### src/rtl/tsag_pkg.sv
`default_nettype none

package tsag_pkg;

  localparam int MAX_DIM    = 4096;
  localparam int DIM_W      = 13;
  localparam int COORD_W    = 12;
  localparam int ADDR_W     = 24;
  localparam int RECIP_SHIFT = 24;
  localparam int DIVIDEND_W = RECIP_SHIFT + 1;
  localparam int DIV_CNT_W  = $clog2(DIVIDEND_W + 1);
  localparam int CFG_INDEX_W = 2;
  localparam int STAGES     = 8;

  typedef logic [DIM_W-1:0]      dim_t;
  typedef logic [COORD_W-1:0]    coord_t;
  typedef logic [DIVIDEND_W-1:0] recip_t;

  typedef enum logic [CFG_INDEX_W-1:0] {
    CFG_IMAGE_WIDTH  = 2'd0,
    CFG_IMAGE_HEIGHT = 2'd1,
    CFG_TILE_COUNT   = 2'd2
  } cfg_index_t;

  // Per-axis constants derived from the registers by the setup sequencer.
  typedef struct packed {
    dim_t   base;          // len / N
    dim_t   wide_span;     // (len mod N) * (base + 1)
    recip_t recip_wide;    // 2^24 / (base + 1)
    recip_t recip_narrow;  // 2^24 / base
  } axis_param_t;

  typedef struct packed {
    logic l1;
    logic l2;
    logic l3;
    logic l4;
    logic l5;
  } lane_en_t;

  function automatic dim_t clamp_dim(input dim_t v);
    return (v > DIM_W'(MAX_DIM)) ? DIM_W'(MAX_DIM) : v;
  endfunction

endpackage

`default_nettype wire

### src/rtl/tsag_divider.sv
`default_nettype none

// Restoring divider, one quotient bit per cycle. start restarts it at any time.
module tsag_divider (
  input  wire logic                            clk,
  input  wire logic                            rst,
  input  wire logic                            start,
  input  wire logic [tsag_pkg::DIVIDEND_W-1:0] dividend,
  input  wire tsag_pkg::dim_t                  divisor,
  output logic      [tsag_pkg::DIVIDEND_W-1:0] quotient,
  output tsag_pkg::dim_t                       remainder,
  output logic                                 done
);

  logic                               running;
  logic [tsag_pkg::DIV_CNT_W-1:0]     cnt;
  logic [tsag_pkg::DIVIDEND_W-1:0]    quo;
  tsag_pkg::dim_t                     rem;
  tsag_pkg::dim_t                     dsr;
  logic [tsag_pkg::DIM_W:0]           trial;
  logic                               fits;
  tsag_pkg::dim_t                     rem_next;

  always_comb begin
    trial    = {rem, quo[tsag_pkg::DIVIDEND_W-1]};
    fits     = trial >= {1'b0, dsr};
    rem_next = fits ? tsag_pkg::DIM_W'(trial - {1'b0, dsr}) : trial[tsag_pkg::DIM_W-1:0];
  end

  always_ff @(posedge clk) begin
    if (rst) begin
      running <= 1'b0;
      done    <= 1'b0;
      cnt     <= '0;
    end else begin
      done <= 1'b0;
      if (start) begin
        running <= 1'b1;
        cnt     <= tsag_pkg::DIV_CNT_W'(tsag_pkg::DIVIDEND_W);
      end else if (running) begin
        cnt <= cnt - 1'b1;
        if (cnt == tsag_pkg::DIV_CNT_W'(1)) begin
          running <= 1'b0;
          done    <= 1'b1;
        end
      end
    end
  end

  always_ff @(posedge clk) begin
    if (start) begin
      quo <= dividend;
      rem <= '0;
      dsr <= divisor;
    end else if (running) begin
      quo <= {quo[tsag_pkg::DIVIDEND_W-2:0], fits};
      rem <= rem_next;
    end
  end

  assign quotient  = quo;
  assign remainder = rem;

endmodule

`default_nettype wire

### src/rtl/tsag_setup.sv
`default_nettype none

// Config registers plus a sequencer that derives tile widths and reciprocals.
module tsag_setup (
  input  wire logic                             clk,
  input  wire logic                             rst,
  input  wire logic                             cfg_we,
  input  wire logic [tsag_pkg::CFG_INDEX_W-1:0] cfg_index,
  input  wire tsag_pkg::dim_t                   cfg_data,
  output tsag_pkg::dim_t                        width,
  output tsag_pkg::dim_t                        height,
  output tsag_pkg::dim_t                        tiles,
  output tsag_pkg::axis_param_t                 param_x,
  output tsag_pkg::axis_param_t                 param_y,
  output logic                                  busy
);

  typedef enum logic [6:0] {
    ST_READY  = 7'b0000001,
    ST_DIV_W  = 7'b0000010,
    ST_DIV_H  = 7'b0000100,
    ST_REC_WP = 7'b0001000,
    ST_REC_W  = 7'b0010000,
    ST_REC_HP = 7'b0100000,
    ST_REC_H  = 7'b1000000
  } state_t;

  localparam logic [tsag_pkg::DIVIDEND_W-1:0] RECIP_ONE =
    tsag_pkg::DIVIDEND_W'(1) << tsag_pkg::RECIP_SHIFT;

  state_t state;
  logic   launched;

  tsag_pkg::dim_t width_raw, height_raw, tiles_raw;
  tsag_pkg::dim_t base_x, base_y, extra_x, extra_y, span_x, span_y;
  tsag_pkg::dim_t base_x_inc, base_y_inc;
  tsag_pkg::recip_t rwide_x, rnarrow_x, rwide_y, rnarrow_y;

  logic                              div_start;
  logic [tsag_pkg::DIVIDEND_W-1:0]   div_dividend;
  tsag_pkg::dim_t                    div_divisor;
  logic [tsag_pkg::DIVIDEND_W-1:0]   div_quotient;
  tsag_pkg::dim_t                    div_remainder;
  logic                              div_done;
  logic [2*tsag_pkg::DIM_W-1:0]      span_x_prod, span_y_prod;
  logic                              step_done;

  assign width  = tsag_pkg::clamp_dim(width_raw);
  assign height = tsag_pkg::clamp_dim(height_raw);
  assign tiles  = tsag_pkg::clamp_dim(tiles_raw);

  always_ff @(posedge clk) begin
    if (rst) begin
      width_raw  <= tsag_pkg::DIM_W'(1);
      height_raw <= tsag_pkg::DIM_W'(1);
      tiles_raw  <= tsag_pkg::DIM_W'(1);
    end else if (cfg_we) begin
      case (cfg_index)
        tsag_pkg::CFG_IMAGE_WIDTH:  width_raw  <= cfg_data;
        tsag_pkg::CFG_IMAGE_HEIGHT: height_raw <= cfg_data;
        tsag_pkg::CFG_TILE_COUNT:   tiles_raw  <= cfg_data;
        default: ;
      endcase
    end
  end

  assign base_x_inc = base_x + tsag_pkg::DIM_W'(1);
  assign base_y_inc = base_y + tsag_pkg::DIM_W'(1);

  always_comb begin
    case (state)
      ST_DIV_W: begin
        div_dividend = tsag_pkg::DIVIDEND_W'(width);
        div_divisor  = tiles;
      end
      ST_DIV_H: begin
        div_dividend = tsag_pkg::DIVIDEND_W'(height);
        div_divisor  = tiles;
      end
      ST_REC_WP: begin
        div_dividend = RECIP_ONE;
        div_divisor  = base_x_inc;
      end
      ST_REC_W: begin
        div_dividend = RECIP_ONE;
        div_divisor  = base_x;
      end
      ST_REC_HP: begin
        div_dividend = RECIP_ONE;
        div_divisor  = base_y_inc;
      end
      ST_REC_H: begin
        div_dividend = RECIP_ONE;
        div_divisor  = base_y;
      end
      default: begin
        div_dividend = '0;
        div_divisor  = '0;
      end
    endcase
  end

  assign busy      = (state != ST_READY);
  assign div_start = busy && !launched;
  assign step_done = launched && div_done && !cfg_we;

  tsag_divider u_div (
    .clk       (clk),
    .rst       (rst),
    .start     (div_start),
    .dividend  (div_dividend),
    .divisor   (div_divisor),
    .quotient  (div_quotient),
    .remainder (div_remainder),
    .done      (div_done)
  );

  always_ff @(posedge clk) begin
    if (rst) begin
      state    <= ST_DIV_W;
      launched <= 1'b0;
    end else if (cfg_we) begin
      state    <= ST_DIV_W;
      launched <= 1'b0;
    end else if (busy) begin
      if (!launched) begin
        launched <= 1'b1;
      end else if (div_done) begin
        launched <= 1'b0;
        case (state)
          ST_DIV_W:  state <= ST_DIV_H;
          ST_DIV_H:  state <= ST_REC_WP;
          ST_REC_WP: state <= ST_REC_W;
          ST_REC_W:  state <= ST_REC_HP;
          ST_REC_HP: state <= ST_REC_H;
          default:   state <= ST_READY;
        endcase
      end
    end
  end

  always_ff @(posedge clk) begin
    if (step_done) begin
      case (state)
        ST_DIV_W: begin
          base_x  <= div_quotient[tsag_pkg::DIM_W-1:0];
          extra_x <= div_remainder;
        end
        ST_DIV_H: begin
          base_y  <= div_quotient[tsag_pkg::DIM_W-1:0];
          extra_y <= div_remainder;
        end
        ST_REC_WP: rwide_x   <= div_quotient;
        ST_REC_W:  rnarrow_x <= div_quotient;
        ST_REC_HP: rwide_y   <= div_quotient;
        ST_REC_H:  rnarrow_y <= div_quotient;
        default: ;
      endcase
    end
  end

  // Span of the wider tiles never exceeds the axis length.
  assign span_x_prod = extra_x * base_x_inc;
  assign span_y_prod = extra_y * base_y_inc;

  always_ff @(posedge clk) begin
    span_x <= span_x_prod[tsag_pkg::DIM_W-1:0];
    span_y <= span_y_prod[tsag_pkg::DIM_W-1:0];
  end

  assign param_x = '{base: base_x, wide_span: span_x,
                     recip_wide: rwide_x, recip_narrow: rnarrow_x};
  assign param_y = '{base: base_y, wide_span: span_y,
                     recip_wide: rwide_y, recip_narrow: rnarrow_y};

endmodule

`default_nettype wire

### src/rtl/tsag_axis_lane.sv
`default_nettype none

// One axis: tile offset by reciprocal multiply plus one correction, times N.
module tsag_axis_lane (
  input  wire logic                  clk,
  input  wire tsag_pkg::lane_en_t    en,
  input  wire tsag_pkg::coord_t      coord,
  input  wire tsag_pkg::axis_param_t param,
  input  wire tsag_pkg::dim_t        tiles,
  output tsag_pkg::dim_t             src
);

  localparam int PROD_W = tsag_pkg::COORD_W + tsag_pkg::DIVIDEND_W;

  logic                  wide;
  tsag_pkg::coord_t      c1, c2, c3;
  tsag_pkg::dim_t        d1, d2, d3;
  tsag_pkg::recip_t      r1;
  logic                  zero1, zero2, zero3;
  logic [PROD_W-1:0]     qprod;
  tsag_pkg::coord_t      q2;
  logic [tsag_pkg::COORD_W+tsag_pkg::DIM_W-1:0] qd_prod, s_prod;
  tsag_pkg::coord_t      qd3;
  tsag_pkg::coord_t      rem_raw;
  logic [tsag_pkg::DIM_W-1:0] rem_fix;
  tsag_pkg::coord_t      off4;

  assign wide = {1'b0, coord} < param.wide_span;

  // L1: pick the tile class and its divisor
  always_ff @(posedge clk) begin
    if (en.l1) begin
      c1    <= wide ? coord : coord - param.wide_span[tsag_pkg::COORD_W-1:0];
      d1    <= wide ? param.base + tsag_pkg::DIM_W'(1) : param.base;
      r1    <= wide ? param.recip_wide : param.recip_narrow;
      zero1 <= !wide && (param.base == '0);
    end
  end

  // L2: quotient estimate, low by at most one
  assign qprod = c1 * r1;

  always_ff @(posedge clk) begin
    if (en.l2) begin
      q2    <= qprod[tsag_pkg::RECIP_SHIFT +: tsag_pkg::COORD_W];
      c2    <= c1;
      d2    <= d1;
      zero2 <= zero1;
    end
  end

  // L3: back-multiply
  assign qd_prod = q2 * d2;

  always_ff @(posedge clk) begin
    if (en.l3) begin
      qd3   <= qd_prod[tsag_pkg::COORD_W-1:0];
      c3    <= c2;
      d3    <= d2;
      zero3 <= zero2;
    end
  end

  // L4: remainder with one correction step
  assign rem_raw = c3 - qd3;
  assign rem_fix = ({1'b0, rem_raw} >= d3) ? {1'b0, rem_raw} - d3 : {1'b0, rem_raw};

  always_ff @(posedge clk) begin
    if (en.l4) begin
      off4 <= zero3 ? '0 : rem_fix[tsag_pkg::COORD_W-1:0];
    end
  end

  // L5: scale by N; result is below the axis length
  assign s_prod = off4 * tiles;

  always_ff @(posedge clk) begin
    if (en.l5) begin
      src <= s_prod[tsag_pkg::DIM_W-1:0];
    end
  end

endmodule

`default_nettype wire

### src/rtl/tile_source_address_gen_core.sv
`default_nettype none

// Channel  | handshake                 | payload
// ---------+---------------------------+---------------------------------------
// in       | in_valid / in_ready       | out_x, out_y
// out      | out_valid / out_ready     | src_x, src_y, src_address, out_of_range
// cfg      | cfg_we (no wait)          | cfg_index, cfg_data
//
// One item per cycle sustained while out_ready is high and no setup pass runs.
// Stage 0 registers the coordinate and range check, stages 1-5 run the two axis
// lanes (select, reciprocal multiply, back-multiply, correct, scale by N),
// stage 6 multiplies src_y by the width, stage 7 adds src_x into the output register.
// After reset and after every config write, a setup pass
// (six 25-step divisions on one shared divider) holds in_ready low.
// Stalls: each stage advances when it is empty or the next one moves, so
// bubbles close up behind a stalled output and nothing is dropped or repeated.
module tile_source_address_gen_core (
  input  wire logic                             clk,
  input  wire logic                             rst,
  input  wire logic                             in_valid,
  output logic                                  in_ready,
  input  wire tsag_pkg::coord_t                 out_x,
  input  wire tsag_pkg::coord_t                 out_y,
  output logic                                  out_valid,
  input  wire logic                             out_ready,
  output tsag_pkg::coord_t                      src_x,
  output tsag_pkg::coord_t                      src_y,
  output logic [tsag_pkg::ADDR_W-1:0]           src_address,
  output logic                                  out_of_range,
  input  wire logic                             cfg_we,
  input  wire logic [tsag_pkg::CFG_INDEX_W-1:0] cfg_index,
  input  wire tsag_pkg::dim_t                   cfg_data
);

  localparam int LAST = tsag_pkg::STAGES - 1;

  tsag_pkg::dim_t        width, height, tiles;
  tsag_pkg::axis_param_t param_x, param_y;
  logic                  busy;
  logic                  bad_cfg;

  logic [LAST:0]         v;      // stage valid bits
  logic [LAST:0]         en;     // stage load enables
  logic [LAST-1:0]       oor;    // out-of-range flag riding along
  tsag_pkg::coord_t      x0, y0;
  tsag_pkg::dim_t        sx5, sy5, sx6;
  tsag_pkg::coord_t      src_y_hold;
  logic [tsag_pkg::ADDR_W-1:0] row6;
  logic [2*tsag_pkg::DIM_W-1:0] row_prod;
  tsag_pkg::lane_en_t    lane_en;
  logic                  in_oor;

  tsag_setup u_setup (
    .clk       (clk),
    .rst       (rst),
    .cfg_we    (cfg_we),
    .cfg_index (cfg_index),
    .cfg_data  (cfg_data),
    .width     (width),
    .height    (height),
    .tiles     (tiles),
    .param_x   (param_x),
    .param_y   (param_y),
    .busy      (busy)
  );

  // Backward enable chain: a stage loads if empty or if its item moves on.
  always_comb begin
    en[LAST] = !v[LAST] || out_ready;
    for (int i = LAST - 1; i >= 0; i--) begin
      en[i] = !v[i] || en[i+1];
    end
  end

  assign in_ready = en[0] && !busy;

  always_ff @(posedge clk) begin
    if (rst) begin
      v <= '0;
    end else begin
      if (en[0]) begin
        v[0] <= in_valid && in_ready;
      end
      for (int i = 1; i <= LAST; i++) begin
        if (en[i]) begin
          v[i] <= v[i-1];
        end
      end
    end
  end

  // Stage 0: capture and range check. A zero register covers no pixel.
  assign bad_cfg = (width == '0) || (height == '0) || (tiles == '0);
  assign in_oor  = bad_cfg || ({1'b0, out_x} >= width) || ({1'b0, out_y} >= height);

  always_ff @(posedge clk) begin
    if (en[0]) begin
      x0     <= out_x;
      y0     <= out_y;
      oor[0] <= in_oor;
    end
    for (int i = 1; i < LAST; i++) begin
      if (en[i]) begin
        oor[i] <= oor[i-1];
      end
    end
  end

  // Stages 1-5
  assign lane_en = '{l1: en[1], l2: en[2], l3: en[3], l4: en[4], l5: en[5]};

  tsag_axis_lane u_lane_x (
    .clk   (clk),
    .en    (lane_en),
    .coord (x0),
    .param (param_x),
    .tiles (tiles),
    .src   (sx5)
  );

  tsag_axis_lane u_lane_y (
    .clk   (clk),
    .en    (lane_en),
    .coord (y0),
    .param (param_y),
    .tiles (tiles),
    .src   (sy5)
  );

  // Stage 6: row offset
  assign row_prod = sy5 * width;

  always_ff @(posedge clk) begin
    if (en[6]) begin
      row6 <= row_prod[tsag_pkg::ADDR_W-1:0];
      sx6  <= sx5;
      src_y_hold <= sy5[tsag_pkg::COORD_W-1:0];
    end
  end

  // Stage 7: output register; flagged items read as zero
  always_ff @(posedge clk) begin
    if (en[7]) begin
      out_of_range <= oor[6];
      src_x        <= oor[6] ? '0 : sx6[tsag_pkg::COORD_W-1:0];
      src_y        <= oor[6] ? '0 : src_y_hold;
      src_address  <= oor[6] ? '0 : row6 + tsag_pkg::ADDR_W'(sx6);
    end
  end

  assign out_valid = v[LAST];

`ifndef SYNTHESIS
  // flagged items carry no coordinate
  a_oor_zero: assert property (@(posedge clk) disable iff (rst)
    out_valid && out_of_range |-> (src_x == '0) && (src_y == '0) && (src_address == '0))
    else $error("out-of-range item with nonzero fields");

  // a source pixel always lies inside the image
  a_src_inside: assert property (@(posedge clk) disable iff (rst)
    out_valid && !out_of_range |-> ({1'b0, src_x} < width) && ({1'b0, src_y} < height))
    else $error("source coordinate outside image");

  // a config write always triggers the setup pass
  a_cfg_blocks: assert property (@(posedge clk) disable iff (rst)
    cfg_we |=> !in_ready)
    else $error("input accepted during setup pass");
`endif

endmodule

`default_nettype wire
### config.mk
export PLATFORM = sky130hd
export DESIGN_NAME = tile_source_address_gen_core
export DESIGN_NICKNAME = d
export VERILOG_FILES = /design/src/rtl/tsag_pkg.sv /design/src/rtl/tsag_divider.sv /design/src/rtl/tsag_setup.sv /design/src/rtl/tsag_axis_lane.sv /design/src/rtl/tile_source_address_gen_core.sv
export SDC_FILE = /design/constraint.sdc
export NUM_CORES = 2
export LEC_CHECK = 0
export ABC_AREA = 1
export BUFFER_PORTS_ARGS = -buffer_cell sky130_fd_sc_hd__buf_4
export CELL_PAD_IN_SITES_DETAIL_PLACEMENT = 0
export CELL_PAD_IN_SITES_GLOBAL_PLACEMENT = 1
export CORE_ASPECT_RATIO = 1.2
export CORE_MARGIN = 4
export CORE_UTILIZATION = 55
export CTS_CLUSTER_SIZE = 30
export DETAILED_ROUTE_END_ITERATION = 16
export PLACE_DENSITY = 0.85
export SYNTH_ARGS = -nofsm -noshare
export SYNTH_HDL_FRONTEND = slang
export SYNTH_SLANG_ARGS = --single-unit
### constraint.sdc
create_clock -name clk -period 27.1 [get_ports clk]
set_clock_uncertainty 0.2 [all_clocks]
set_input_delay 4.065 -clock clk [delete_from_list [all_inputs] [get_ports clk]]
set_output_delay 4.065 -clock clk [all_outputs]
set_load 0.01 [all_outputs]
==> flow_metrics.env <==
export IMPL_outcome="completed"
export IMPL_final_period_utilization=0.4136
export IMPL_initial_core_util=0.5559
export IMPL_multi_input_area_um2=40200
export IMPL_grt_overflow=0
export IMPL_num_rows=141
export IMPL_dp_hpwl_mm=140.3
export IMPL_grt_pass1_vias=52280
export IMPL_die_h_um=395
export IMPL_cp_required_ps=22840
export IMPL_grt_pass1_wl_mm=284.8
export IMPL_cp_end_kind="primary output"
export IMPL_io_buffers=94
export IMPL_drt_iter0_drc=3584
export IMPL_postRouteAntennaNets=0
export IMPL_async_flop_share=0
export IMPL_slew_headroom=0.1569
export IMPL_stdcell_area_um2=73510
export IMPL_drc=0
export IMPL_regArea_um2=20730
export IMPL_leakagePower_nw=36.84
export IMPL_cts_buffer_depth=3
export IMPL_ys_types=65
export IMPL_vias=50190
export IMPL_worst_path_max_fanout=51
export IMPL_placedCellCount=9208
export IMPL_power_density_nw_per_um2=112.0
export IMPL_yosysSeqAreaShare=0.3020
export IMPL_ys_warn_count=0
export IMPL_grt_max_degree=79
export IMPL_critPathArrivalTime_ps=6940
export IMPL_track_usage=0.2809
export IMPL_clk_pin_slew_ps=70
export IMPL_crit_chain="buf_4, nor2_1, inv_2, nor2_1, inv_2, nor2_1, inv_1, nor2_1, inv_2, nor2_1, clkinv_2, nor2_1, clkinv_2, nor2_4, a21oi_1, buf_4"
export IMPL_cts_sinks=724
export IMPL_cap_violations=0
export IMPL_final_instance_count_excl_fill=9359
export IMPL_worst_pin_slew_ps=1260
export IMPL_netlist_instances=7673
export IMPL_finalCriticalPeriod_ps=11210
export IMPL_avgRoutedWirePerCell_um=19.06
export IMPL_cts_max_level=3
export IMPL_hold_viol_final=0
export IMPL_max_freq_mhz=89.22
export IMPL_nets=9053
export IMPL_postLayoutCoreUtil=0.5953
export IMPL_root_buffer="clkbuf_16"
export IMPL_postCtsSetupBuffers=0
export IMPL_core_area_um2=123500
export IMPL_die_w_um=330.5
export IMPL_netlist_area_um2=68640
export IMPL_avgSynthCellArea_um2=8.946
export IMPL_antenna_found_initial=7
export IMPL_area_growth_pct=7.089
export IMPL_globalplace_congestion=0.9130
export IMPL_dieArea_um2=130500
export IMPL_fin_tns_setup_ps=0
export IMPL_synth_edff_count=623
export IMPL_criticalPathCategory="primary input to primary output"
export IMPL_layout_common_cells="inv_1 (1772), nand2_1 (1726), fa_1 (856)"
export IMPL_cts_buffers_inserted=77
export IMPL_syn_nets=9083
export IMPL_cts_resized=0
export IMPL_pin_count=95
export IMPL_start_kind="primary input"
export IMPL_rsz0062_at_grt="false"
export IMPL_nFillCells=10800
export IMPL_setup_violations=0
export IMPL_slowest_delay_ps=410
export IMPL_drive_above_1_share=0.04878
export IMPL_drt_total_wl_mm=178.4
export IMPL_viasPerCell=5.363
export IMPL_path_common_cell="nor2_1"
export IMPL_vdd_ir_drop_max_mv=0.1262
export IMPL_cts_tree="built"
export IMPL_slew_viol_final=0
export IMPL_clock_latency_ps=690
export IMPL_dr_pass1_iters=5
export IMPL_synth_ff_type="edfxtp_1"
export IMPL_placed_cell_area_um2=70740
export IMPL_crit_slowest_cell="inv_2"
export IMPL_cts_hold_buffers=0
export IMPL_hold_class="register to register"
export IMPL_ys_seq_elements=724
export IMPL_final_common_cell="inv_1"
==> synth_stat cells (20+ instances only) <==
cell type | instances | area share
inv_1 | 1775 | 0.097
nand2_1 | 1726 | 0.094
fa_1 | 856 | 0.25
edfxtp_1 | 623 | 0.27
nor2_1 | 530 | 0.029
ha_1 | 510 | 0.093
a21oi_1 | 311 | 0.023
o21ai_0 | 213 | 0.016
clkbuf_1 | 209 | 0.011
nand3_1 | 148 | 0.011
xor2_1 | 145 | 0.019
dfxtp_1 | 101 | 0.029
xnor2_1 | 82 | 0.010
nand4_1 | 52 | 0.0047
nor3_1 | 39 | 0.0028
o22ai_1 | 29 | 0.0026
nand2_2 | 20 | 0.0018
==> report_power, final <==
part	switching, W	internal [W]
combinational	0.00328	0.00200
sequential	0.000227	0.00157
clock	0.000487	0.000664
total	0.00400	0.00424
==> registers in the layout, summed over array words and instances (netlist names), 24 cells and up <==
signal                  cells
row6                       24
src_address                24
u_lane_x.r1                25
u_lane_y.r1                25
u_setup.rnarrow_x          25
u_setup.rnarrow_y          25
u_setup.rwide_x            25
u_setup.rwide_y            25
u_setup.u_div.quotient     25
==> metrics by stage <==
| step | setup WS (ps) | total power (W) | hold WS (ps) |
|---|---|---|---|
| 2_1_floorplan | 12710 | 0.005610 | 200.3 |
| 3_3_place_gp | 15680 | 0.006986 | 202.6 |
| 3_5_place_dp | 15780 | 0.007035 | 207.5 |
| 4_1_cts | 15770 | 0.008271 | 212.2 |
| 5_1_grt | 15470 | 0.009102 | 221.1 |
| 6_report | 15890 | 0.008236 | 208.5 |
==> cells by family after synthesis <==
group	count (synthesis)	synth area share
AO/OA/AOI/OAI	687	0.05554
XOR/XNOR	227	0.02896
adder cells (fa/ha/maj)	1366	0.3426
buffers and inverters	2039	0.1126
flip-flops	724	0.3020
multiplexers	25	0.004101
AND/OR/NAND/NOR	2605	0.1542
==> worst max-delay path: cells and delay by family <==
kind                   cells  cell delay (ps)
AOI/OAI and AO/OA          1              200
buffers and inverters      8             1440
and+or+nand+nor            7             1210
==> worst paths after layout <==
kind	depth (start not counted)	end	startpoint	slack (ps)
hold / removal	0	u_lane_y.d3[12]	u_lane_y.d2[12]	210
setup / recovery	16	in_ready	out_ready	15890
hold reg to reg	0	u_lane_y.d3[12]	u_lane_y.d2[12]	210
setup reg to reg	25	row6[19]	u_setup.width_raw[8]	20240
==> area by class of cell <==
type / instances / area share
multi-input combinational: 4910 / 0.5469
tap: 1644 / 0.02798
inverter: 1798 / 0.09198
clock inverter: 55 / 0.01047
sequential: 724 / 0.2820
antenna: 7 / 0.0002383
clock buffer: 89 / 0.02696
timing repair buffer: 132 / 0.01348
==> layer usage <==
layer	GRT usage	wire length (um)	vias up
met3	0.03298	10460	410
met4	0.1347	9917	2
li1	-	-	23450
met1	0.3553	70360	24810
met2	0.4810	87660	1515
met5	0	13	-
Power figures use the tool's default switching activity.
